### src/design/stf_pkg.sv
// Shared constants for the scanline triangle fill core.
`timescale 1ns / 1ps
package stf_pkg;
  localparam int COORD_BITS_DEF = 12;
  localparam int FRAC_BITS_DEF  = 16;
  localparam int SCR_BITS       = 12;
  localparam int COLOR_BITS     = 32;

  // Reset screen size.
  localparam logic [SCR_BITS-1:0] SCR_W_RST = 12'd800;
  localparam logic [SCR_BITS-1:0] SCR_H_RST = 12'd600;

  // Configuration register indexes.
  localparam logic CFG_SCR_W = 1'b0;
  localparam logic CFG_SCR_H = 1'b1;

  // Input beat kinds carried in tuser.
  localparam logic MODE_LOAD = 1'b0;
  localparam logic MODE_STEP = 1'b1;
endpackage

### src/design/stf_div.sv
// Iterative signed by unsigned restoring divider, one quotient bit per cycle.
`timescale 1ns / 1ps
module stf_div #(
  parameter int DW = 30,
  parameter int RW = 13
) (
  input  logic                 clk,
  input  logic                 rst_n,
  input  logic                 start_i,
  input  logic signed [DW-1:0] dividend_i,
  input  logic        [RW-1:0] divisor_i,
  output logic                 busy_o,
  output logic                 done_o,
  output logic signed [DW-1:0] quot_o
);
  localparam int CW = $clog2(DW + 1);

  logic [DW-1:0] n_r;
  logic [RW-1:0] rem_r;
  logic [RW-1:0] d_r;
  logic [CW-1:0] cnt_r;
  logic          neg_r;
  logic          busy_r;
  logic          done_r;

  logic [RW:0]   trial;
  logic [RW:0]   diff;
  logic          ge;
  logic [RW-1:0] rem_nxt;

  // One restoring step: shift in the next dividend bit and try the subtract.
  always_comb begin
    trial   = {rem_r, n_r[DW-1]};
    diff    = trial - {1'b0, d_r};
    ge      = (trial >= {1'b0, d_r});
    rem_nxt = ge ? diff[RW-1:0] : trial[RW-1:0];
  end

  // Control.
  always_ff @(posedge clk) begin
    if (!rst_n) begin
      busy_r <= 1'b0;
      done_r <= 1'b0;
      cnt_r  <= '0;
    end else begin
      done_r <= 1'b0;
      if (start_i) begin
        busy_r <= 1'b1;
        cnt_r  <= CW'(DW);
      end else if (busy_r) begin
        cnt_r <= cnt_r - 1'b1;
        if (cnt_r == CW'(1)) begin
          busy_r <= 1'b0;
          done_r <= 1'b1;
        end
      end
    end
  end

  // Datapath: the quotient bits replace the dividend bits as they shift out.
  always_ff @(posedge clk) begin
    if (start_i) begin
      n_r   <= dividend_i[DW-1] ? -dividend_i : dividend_i;
      neg_r <= dividend_i[DW-1];
      rem_r <= '0;
      d_r   <= divisor_i;
    end else if (busy_r) begin
      n_r   <= {n_r[DW-2:0], ge};
      rem_r <= rem_nxt;
    end
  end

  assign busy_o = busy_r;
  assign done_o = done_r;
  assign quot_o = neg_r ? -$signed(n_r) : $signed(n_r);
endmodule

### src/design/scanline_triangle_fill_core.sv
// Top level of the scanline triangle fill core: sequencer, edge walker and ports.
// A load beat runs setup on the one shared divider, DW = max(2*COORD_BITS+3,
// COORD_BITS+FRAC_BITS+2) bits, 30 by default: split x, then both edge
// increments, which repeat when the walk moves to the flat-top part. A load
// with all vertices on one row skips setup. A step beat while drawing yields its
// pixel in the next cycle, one pixel per cycle while out_tready does not stall.
// rst_n is synchronous, active low: idle, screen 800 by 600, no pixel pending.
`timescale 1ns / 1ps
module scanline_triangle_fill_core #(
  parameter int COORD_BITS = stf_pkg::COORD_BITS_DEF,
  parameter int FRAC_BITS  = stf_pkg::FRAC_BITS_DEF
) (
  input  logic clk,
  input  logic rst_n,
  // ax, ay, bx, by, cx, cy, fill_color from bit 0 up, zero padded to bytes
  input  logic [((6*COORD_BITS+stf_pkg::COLOR_BITS+7)/8)*8-1:0] in_tdata,
  input  logic in_tuser,   // mode
  input  logic in_tvalid,
  output logic in_tready,
  // pixel_x, pixel_y, pixel_color from bit 0 up, zero padded to bytes
  output logic [((2*COORD_BITS+stf_pkg::COLOR_BITS+7)/8)*8-1:0] out_tdata,
  output logic out_tuser,  // visible
  output logic out_tlast,  // last
  output logic out_tvalid,
  input  logic out_tready,
  input  logic cfg_we,
  input  logic cfg_addr,
  input  logic [stf_pkg::SCR_BITS-1:0] cfg_wdata
);
  localparam int C   = COORD_BITS;
  localparam int F   = FRAC_BITS;
  localparam int CB  = stf_pkg::COLOR_BITS;
  localparam int SB  = stf_pkg::SCR_BITS;
  localparam int AW  = C + F + 2;
  localparam int DWA = 2 * C + 3;
  localparam int DW  = (DWA > AW) ? DWA : AW;
  localparam int RW  = C + 1;
  localparam int VW  = ((C > SB) ? C : SB) + 1;
  localparam int ODW = ((2 * C + CB + 7) / 8) * 8;

  typedef enum logic [4:0] {
    ST_IDLE  = 5'b00001,
    ST_SPLIT = 5'b00010,
    ST_INC0  = 5'b00100,
    ST_INC1  = 5'b01000,
    ST_DRAW  = 5'b10000
  } state_t;

  state_t st_r, st_nxt;
  logic   go_r, go_nxt;
  logic   top_r, top_nxt;

  logic [SB-1:0] scr_w_r, scr_h_r;

  logic signed [C-1:0]  vx_r [3];
  logic signed [C-1:0]  vy_r [3];
  logic [CB-1:0]        color_r;
  logic signed [C-1:0]  split_r;
  logic signed [C-1:0]  row_r;
  logic signed [AW-1:0] acc0_r, acc1_r, inc0_r, inc1_r;
  logic signed [C-1:0]  sp0_r, sp1_r;

  logic          out_valid_r;
  logic [C-1:0]  opx_r, opy_r;
  logic [CB-1:0] ocol_r;
  logic          ovis_r, olast_r;

  logic in_fire;
  logic is_load, is_step;

  // Truncate an edge accumulator toward zero to a whole column.
  function automatic logic signed [C-1:0] fx_trunc(input logic signed [AW-1:0] a);
    logic signed [AW-1:0] rnd;
    logic signed [AW-1:0] b;
    rnd = '0;
    if (a[AW-1]) rnd = {{(AW-F){1'b0}}, {F{1'b1}}};
    b = (a + rnd) >>> F;
    return b[C-1:0];
  endfunction

  assign in_tready = ((st_r == ST_IDLE) || (st_r == ST_DRAW)) &&
                     (!out_valid_r || out_tready);
  assign in_fire = in_tvalid && in_tready;
  assign is_load = in_fire && (in_tuser == stf_pkg::MODE_LOAD);
  assign is_step = in_fire && (in_tuser == stf_pkg::MODE_STEP) && (st_r == ST_DRAW);

  // Sort the incoming vertices by y with three compare-and-swap steps.
  logic signed [C-1:0] sx [3];
  logic signed [C-1:0] sy [3];
  logic signed [C-1:0] tx, ty;
  always_comb begin
    tx = '0;
    ty = '0;
    sx[0] = in_tdata[0*C +: C];  sy[0] = in_tdata[1*C +: C];
    sx[1] = in_tdata[2*C +: C];  sy[1] = in_tdata[3*C +: C];
    sx[2] = in_tdata[4*C +: C];  sy[2] = in_tdata[5*C +: C];
    if (sy[0] > sy[1]) begin
      tx = sx[0]; ty = sy[0]; sx[0] = sx[1]; sy[0] = sy[1]; sx[1] = tx; sy[1] = ty;
    end
    if (sy[1] > sy[2]) begin
      tx = sx[1]; ty = sy[1]; sx[1] = sx[2]; sy[1] = sy[2]; sx[2] = tx; sy[2] = ty;
    end
    if (sy[0] > sy[1]) begin
      tx = sx[0]; ty = sy[0]; sx[0] = sx[1]; sy[0] = sy[1]; sx[1] = tx; sy[1] = ty;
    end
  end

  // Operands of the current part: flat bottom starts at v0, flat top at v2.
  logic signed [C-1:0] base_x, base_y;
  logic signed [C:0]   rows_s, dxa, dxb, d20, d10, dx20;
  logic signed [2*C+1:0] prod_a, prod_b;
  logic signed [DW-1:0] numer;
  always_comb begin
    base_x = top_r ? vx_r[2] : vx_r[0];
    base_y = top_r ? vy_r[2] : vy_r[0];
    rows_s = top_r ? ((C+1)'(vy_r[2]) - (C+1)'(vy_r[1]))
                   : ((C+1)'(vy_r[1]) - (C+1)'(vy_r[0]));
    dxa    = (C+1)'(vx_r[1]) - (C+1)'(base_x);
    dxb    = (C+1)'(split_r) - (C+1)'(base_x);
    d20    = (C+1)'(vy_r[2]) - (C+1)'(vy_r[0]);
    d10    = (C+1)'(vy_r[1]) - (C+1)'(vy_r[0]);
    dx20   = (C+1)'(vx_r[2]) - (C+1)'(vx_r[0]);
    prod_a = (2*C+2)'(dx20) * (2*C+2)'(d10);
    prod_b = (2*C+2)'(vx_r[0]) * (2*C+2)'(d20);
    numer  = DW'(prod_a) + DW'(prod_b);
  end

  // Shared divider operands, picked by the sequencer state.
  logic                 div_start, div_busy, div_done;
  logic signed [DW-1:0] div_num, div_quot;
  logic        [RW-1:0] div_den;
  always_comb begin
    div_start = go_r && ((st_r == ST_SPLIT) || (st_r == ST_INC0) || (st_r == ST_INC1));
    div_num   = numer;
    div_den   = d20[RW-1:0];
    case (st_r)
      ST_INC0: begin
        div_num = DW'(dxa) <<< F;
        div_den = rows_s[RW-1:0];
      end
      ST_INC1: begin
        div_num = DW'(dxb) <<< F;
        div_den = rows_s[RW-1:0];
      end
      default: begin
        div_num = numer;
        div_den = d20[RW-1:0];
      end
    endcase
  end

  stf_div #(.DW(DW), .RW(RW)) u_div (
    .clk        (clk),
    .rst_n      (rst_n),
    .start_i    (div_start),
    .dividend_i (div_num),
    .divisor_i  (div_den),
    .busy_o     (div_busy),
    .done_o     (div_done),
    .quot_o     (div_quot)
  );

  // Pixel of the current step and what it tells about the walk.
  logic span_done, part_done, px_last, px_vis;
  logic signed [AW-1:0] acc0_add, acc1_add;
  always_comb begin
    span_done = (sp0_r == sp1_r);
    part_done = span_done && (row_r == vy_r[1]);
    px_last   = part_done && (top_r || (vy_r[1] == vy_r[2]));
    px_vis    = !sp0_r[C-1] && !row_r[C-1] &&
                (VW'($unsigned(sp0_r)) < VW'(scr_w_r)) &&
                (VW'($unsigned(row_r)) < VW'(scr_h_r));
    acc0_add  = acc0_r + inc0_r;
    acc1_add  = acc1_r + inc1_r;
  end

  // Sequencer.
  always_comb begin
    st_nxt  = st_r;
    go_nxt  = 1'b0;
    top_nxt = top_r;
    if (is_load) begin
      if (sy[0] == sy[2]) begin
        st_nxt = ST_IDLE;
      end else begin
        st_nxt = ST_SPLIT;
        go_nxt = 1'b1;
      end
    end else begin
      case (st_r)
        ST_SPLIT: if (div_done) begin
          st_nxt  = ST_INC0;
          go_nxt  = 1'b1;
          top_nxt = (vy_r[0] == vy_r[1]);
        end
        ST_INC0: if (div_done) begin
          st_nxt = ST_INC1;
          go_nxt = 1'b1;
        end
        ST_INC1: if (div_done) begin
          st_nxt = ST_DRAW;
        end
        ST_DRAW: if (is_step && part_done) begin
          if (!top_r && (vy_r[1] != vy_r[2])) begin
            st_nxt  = ST_INC0;
            go_nxt  = 1'b1;
            top_nxt = 1'b1;
          end else begin
            st_nxt = ST_IDLE;
          end
        end
        default: st_nxt = st_r;
      endcase
    end
  end

  // Control registers.
  always_ff @(posedge clk) begin
    if (!rst_n) begin
      st_r        <= ST_IDLE;
      go_r        <= 1'b0;
      top_r       <= 1'b0;
      out_valid_r <= 1'b0;
      scr_w_r     <= stf_pkg::SCR_W_RST;
      scr_h_r     <= stf_pkg::SCR_H_RST;
    end else begin
      st_r  <= st_nxt;
      go_r  <= go_nxt;
      top_r <= top_nxt;
      if (is_step) out_valid_r <= 1'b1;
      else if (out_tready) out_valid_r <= 1'b0;
      if (cfg_we && (cfg_addr == stf_pkg::CFG_SCR_W)) scr_w_r <= cfg_wdata;
      if (cfg_we && (cfg_addr == stf_pkg::CFG_SCR_H)) scr_h_r <= cfg_wdata;
    end
  end

  // Triangle setup and edge walk.
  always_ff @(posedge clk) begin
    if (is_load) begin
      for (int i = 0; i < 3; i++) begin
        vx_r[i] <= sx[i];
        vy_r[i] <= sy[i];
      end
      color_r <= in_tdata[6*C +: CB];
    end
    if (st_r == ST_SPLIT && div_done) split_r <= div_quot[C-1:0];
    if (st_r == ST_INC0 && go_r) begin
      acc0_r <= AW'(base_x) <<< F;
      acc1_r <= AW'(base_x) <<< F;
      row_r  <= base_y;
      sp0_r  <= base_x;
      sp1_r  <= base_x;
    end
    if (st_r == ST_INC0 && div_done) inc0_r <= div_quot[AW-1:0];
    if (st_r == ST_INC1 && div_done) inc1_r <= div_quot[AW-1:0];
    if (is_step) begin
      if (!span_done) begin
        sp0_r <= (sp0_r < sp1_r) ? sp0_r + 1'b1 : sp0_r - 1'b1;
      end else if (!part_done) begin
        acc0_r <= acc0_add;
        acc1_r <= acc1_add;
        row_r  <= top_r ? row_r - 1'b1 : row_r + 1'b1;
        sp0_r  <= fx_trunc(acc0_add);
        sp1_r  <= fx_trunc(acc1_add);
      end
    end
  end

  // Output register.
  always_ff @(posedge clk) begin
    if (is_step) begin
      opx_r   <= sp0_r;
      opy_r   <= row_r;
      ocol_r  <= color_r;
      ovis_r  <= px_vis;
      olast_r <= px_last;
    end
  end

  assign out_tvalid = out_valid_r;
  assign out_tdata  = ODW'({ocol_r, opy_r, opx_r});
  assign out_tuser  = ovis_r;
  assign out_tlast  = olast_r;

  // The input side only opens while idle or drawing.
  assert property (@(posedge clk) disable iff (!rst_n)
    in_tready |-> (st_r == ST_IDLE || st_r == ST_DRAW))
    else $error("input ready outside idle or draw");

  // A divide result only lands in a setup state.
  assert property (@(posedge clk) disable iff (!rst_n)
    div_done |-> (st_r == ST_SPLIT || st_r == ST_INC0 || st_r == ST_INC1))
    else $error("divider finished outside setup");

  // A step while drawing always leaves a pixel in the output register.
  assert property (@(posedge clk) disable iff (!rst_n)
    is_step |=> out_valid_r)
    else $error("step beat lost its pixel");

  // The divider is never restarted while busy.
  assert property (@(posedge clk) disable iff (!rst_n)
    div_start |-> !div_busy)
    else $error("divider restarted while busy");
endmodule

### config.mk
export PLATFORM = sky130hd
export DESIGN_NAME = scanline_triangle_fill_core
export DESIGN_NICKNAME = d
export VERILOG_FILES = /design/src/design/stf_pkg.sv /design/src/design/stf_div.sv /design/src/design/scanline_triangle_fill_core.sv
export SDC_FILE = /design/constraint.sdc
export NUM_CORES = 2
export LEC_CHECK = 0
export BUFFER_PORTS_ARGS = -buffer_cell sky130_fd_sc_hd__buf_2
export CELL_PAD_IN_SITES_DETAIL_PLACEMENT = 0
export CELL_PAD_IN_SITES_GLOBAL_PLACEMENT = 1
export CORE_MARGIN = 5
export CORE_UTILIZATION = 54
export CTS_CLUSTER_SIZE = 28
export DETAILED_ROUTE_END_ITERATION = 10
export HOLD_SLACK_MARGIN = 0.12
export PLACE_DENSITY = 0.95
export SLEW_MARGIN = 20
export SYNTH_ARGS = -nofsm -noshare
export SYNTH_HDL_FRONTEND = slang
export SYNTH_SLANG_ARGS = --single-unit
export TNS_END_PERCENT = 30
### constraint.sdc
create_clock -name clk -period 24.7 [get_ports clk]
set_clock_uncertainty 0.1 [all_clocks]
set_input_delay 2.47 -clock clk [delete_from_list [all_inputs] [get_ports clk]]
set_output_delay 2.47 -clock clk [all_outputs]
set_load 0.02 [all_outputs]
==> results.py <==
metrics = {
    "floorplan": {
        "coreArea_mm2": 0.0762,
        "start_util_pct": 54.5,
        "die_w_um": 287,
        "ioPinCount": 183,
        "die-area_mm2": 0.0826,
        "row_count": 101,
        "die_h_um": 287,
    },
    "sta": {
        "finalSetupViolations": 0,
        "rsz0062_at_grt": "no",
        "slew_headroom_pct": 20.9,
        "setup_tns_ns": 0,
        "min_period_ns": 11.96,
        "worst_slew_pin_slew_ns": 1.18,
        "min_period_over_period_pct": 48.4,
        "fmax_mhz": 83.6,
        "hold_violations": 0,
        "report.final.slew_viol_count": 0,
    },
    "yosys": {
        "synthFlopType": "edfxtp_1",
        "synth-seq-cells": 426,
        "synth.area.top_cells": "edfxtp_1 (20%), fa_1 (18%), ha_1 (11%), dfxtp_1 (7.1%), inv_1 (5.5%)",
        "synth.largest_area_cell": "edfxtp_1",
        "synth_edf_count": 278,
        "yosys.cell_count.top_type": "inv_1",
        "async_flop_share_pct": 0,
        "ys_warn_count": 0,
        "yosys-top-cells-count": "inv_1 (609), nand2_1 (450), nor2_1 (411)",
        "syn_inst": 4563,
        "yosys.cell_types.count": 99,
        "ys_seq_area_share_pct": 27.2,
        "yosysTopAreaCellShare_pct": 20.1,
        "synth.net_count": 5410,
        "netlist_area_mm2": 0.0416,
        "syn_area_per_cell_um2": 9.11,
    },
    "routing": {
        "vias_per_cell": 5.90,
        "antenna_left": 0,
        "drt_pass1_iterations": 8,
        "dr.first_iter.drc_count": 3295,
        "drc": 0,
        "wire_per_inst_um": 21.2,
        "vias": 33852,
        "drt-total-wl_um": 122000,
    },
    "global_routing": {
        "grt.total_usage_pct": 29.2,
        "grt_overflow": 0,
        "antenna_found_initial": 1,
        "grt_max_degree": 89,
        "grt_pass1_wl_um": 190000,
        "grt_pass1_vias": 33629,
    },
    "clocking": {
        "clk_latency_ns": 0.61,
        "clk_pin_slew_ns": 0.06,
        "cts_tree": "built",
        "cts_root_buf": "clkbuf_16",
        "cts_resized": 0,
        "cts_hold_buf": 0,
        "cts_buffer_depth": 3,
        "numCtsBuffers": 46,
        "cts_setup_buffers": 0,
        "htree_levels": 2,
        "clock_sink_count": 426,
    },
    "critical_path": {
        "path_class": "reg2reg",
        "critical_path.most_common_cell": "fa_1",
        "arrival_ns": 12.18,
        "slowest_delay_ns": 0.69,
        "cp.required_ns": 24.92,
        "endpoint_kind": "flop",
        "crit_fanout": 21,
        "crit_slowest_cell": "fa_1",
        "cp-start-kind": "flop",
    },
    "final_layout": {
        "nFillCells": 6529,
        "drive_gt1_share_pct": 8.44,
        "regArea_mm2": 0.0113,
        "multi_input_area_mm2": 0.0274,
        "syn_to_final_growth_pct": 8.49,
        "nNetsFinal": 5514,
    },
    "placed_design": {
        "post-dp-hpwl_um": 95100,
        "port_buffers": 182,
        "gp_congestion": 0.979,
    },
    "run_status": {
        "outcome": "complete, no violations",
    },
    "hold_path": {
        "hold_path_class": "reg2reg",
    },
    "job": {
        "maxCapViolCount": 0,
    },
}
## registers in the layout (all words and copies together) (netlist names), 5 cells and up
| name | cells |
|---|---|
| vy_r | 36 |
| split_r | 12 |
| acc1_r | 30 |
| opx_r | 12 |
| u_div.rem_r | 13 |
| sp1_r | 12 |
| st_r | 5 |
| opy_r | 12 |
| scr_h_r | 12 |
| acc0_r | 30 |
| ocol_r | 32 |
| vx_r | 36 |
| row_r | 12 |
| sp0_r | 12 |
| color_r | 32 |
| u_div.n_r | 30 |
| u_div.cnt_r | 5 |
| scr_w_r | 12 |
| inc0_r | 30 |
| inc1_r | 30 |
| u_div.d_r | 13 |
## path summary, 6_finish.rpt
kind | cells past startpoint | slack, ns | from | to
hold / removal | 0 | 0.31 | color_r[10]$_DFFE_PP_ | ocol_r[10]$_DFFE_PP_
setup reg to reg | 37 | 12.74 | vy_r[0][0]$_DFFE_PP_ | u_div.n_r[16]$_DFFE_PP_
hold reg to reg | 0 | 0.31 | color_r[10]$_DFFE_PP_ | ocol_r[10]$_DFFE_PP_
setup / recovery | 37 | 12.74 | vy_r[0][0]$_DFFE_PP_ | u_div.n_r[16]$_DFFE_PP_
## cell usage in the layout, fill, tap and decap left out, types with 48 or more instances in the layout
| cell | netlist | layout |
|---|---|---|
| ha_1 | 350 | 350 |
| a21o_1 | 75 | 75 |
| edfxtp_1 | 278 | 278 |
| buf_2 | 10 | 182 |
| mux2i_1 | 57 | 57 |
| o21ai_0 | 226 | 225 |
| xor2_1 | 92 | 92 |
| dfxtp_1 | 148 | 146 |
| o211ai_1 | 77 | 77 |
| clkbuf_16 | 0 | 48 |
| xnor2_1 | 162 | 160 |
| nand2b_1 | 54 | 54 |
| nand2_1 | 450 | 447 |
| and2_1 | 62 | 62 |
| a21oi_1 | 209 | 207 |
| nor2b_1 | 52 | 52 |
| nor3_1 | 60 | 60 |
| inv_1 | 609 | 607 |
| nand3_1 | 87 | 85 |
| nor2_1 | 411 | 410 |
| fa_1 | 374 | 374 |
## through the flow
| stage | util [%] | area [µm²] | std cells | setup WS, ns | hold WS [ns] |
|---|---|---|---|---|---|
| 5_1_grt | 59.2 | 45100 | 5735 | 12.10 | 0.324 |
| 3_3_place_gp | 57.1 | 43500 | 5648 | 13.11 | 0.300 |
| 6_report | 59.2 | 45100 | 5736 | 12.74 | 0.312 |
| 3_5_place_dp | 57.1 | 43500 | 5649 | 12.96 | 0.305 |
| 4_1_cts | 59.2 | 45100 | 5735 | 12.96 | 0.314 |
| 2_1_floorplan | - | 41600 | 4563 | 14.80 | 0.300 |
## area by class of cell
| cell class | instances | share of cell area [%] |
|---|---|---|
| diodes | 1 | 0.00555 |
| well taps | 1030 | 2.86 |
| repair buffers | 228 | 2.79 |
| inverters | 610 | 5.08 |
| clock buffers | 63 | 2.90 |
| flip-flops and latches | 426 | 25.1 |
| clock inverters | 23 | 0.505 |
| multi-input cells | 3355 | 60.8 |
## per-layer routing
layer / global-route usage (%) / up-vias / routed length [µm]
li1: - / 15704 / -
met1: 39.2 / 16404 / 49400
met2: 48.3 / 1457 / 56900
met3: 4.73 / 287 / 10300
met4: 10.4 / 0 / 5170
met5: 0 / - / 0
## worst max-delay path, delay by kind of cell, from the launching register on
family / cells / cell delay (ns)
compound gates: 16 / 4.38
xor+xnor: 1 / 0.17
fa+ha+maj: 10 / 4.88
buf+inv: 6 / 0.70
flops: 1 / 0.45
simple gates: 4 / 1.05
## logic make-up after synthesis
kind of cell / synth area share, %
and+or+nand+nor: 15.0
AOI/OAI and AO/OA: 15.0
buffers and inverters: 7.09
adders and majority gates: 28.5
DFF: 27.2
xor gates and xnor gates: 5.39
muxes: 1.83
Power is not shown: default switching activity piles up to over one toggle a cycle in this logic, so the estimate is an artifact.
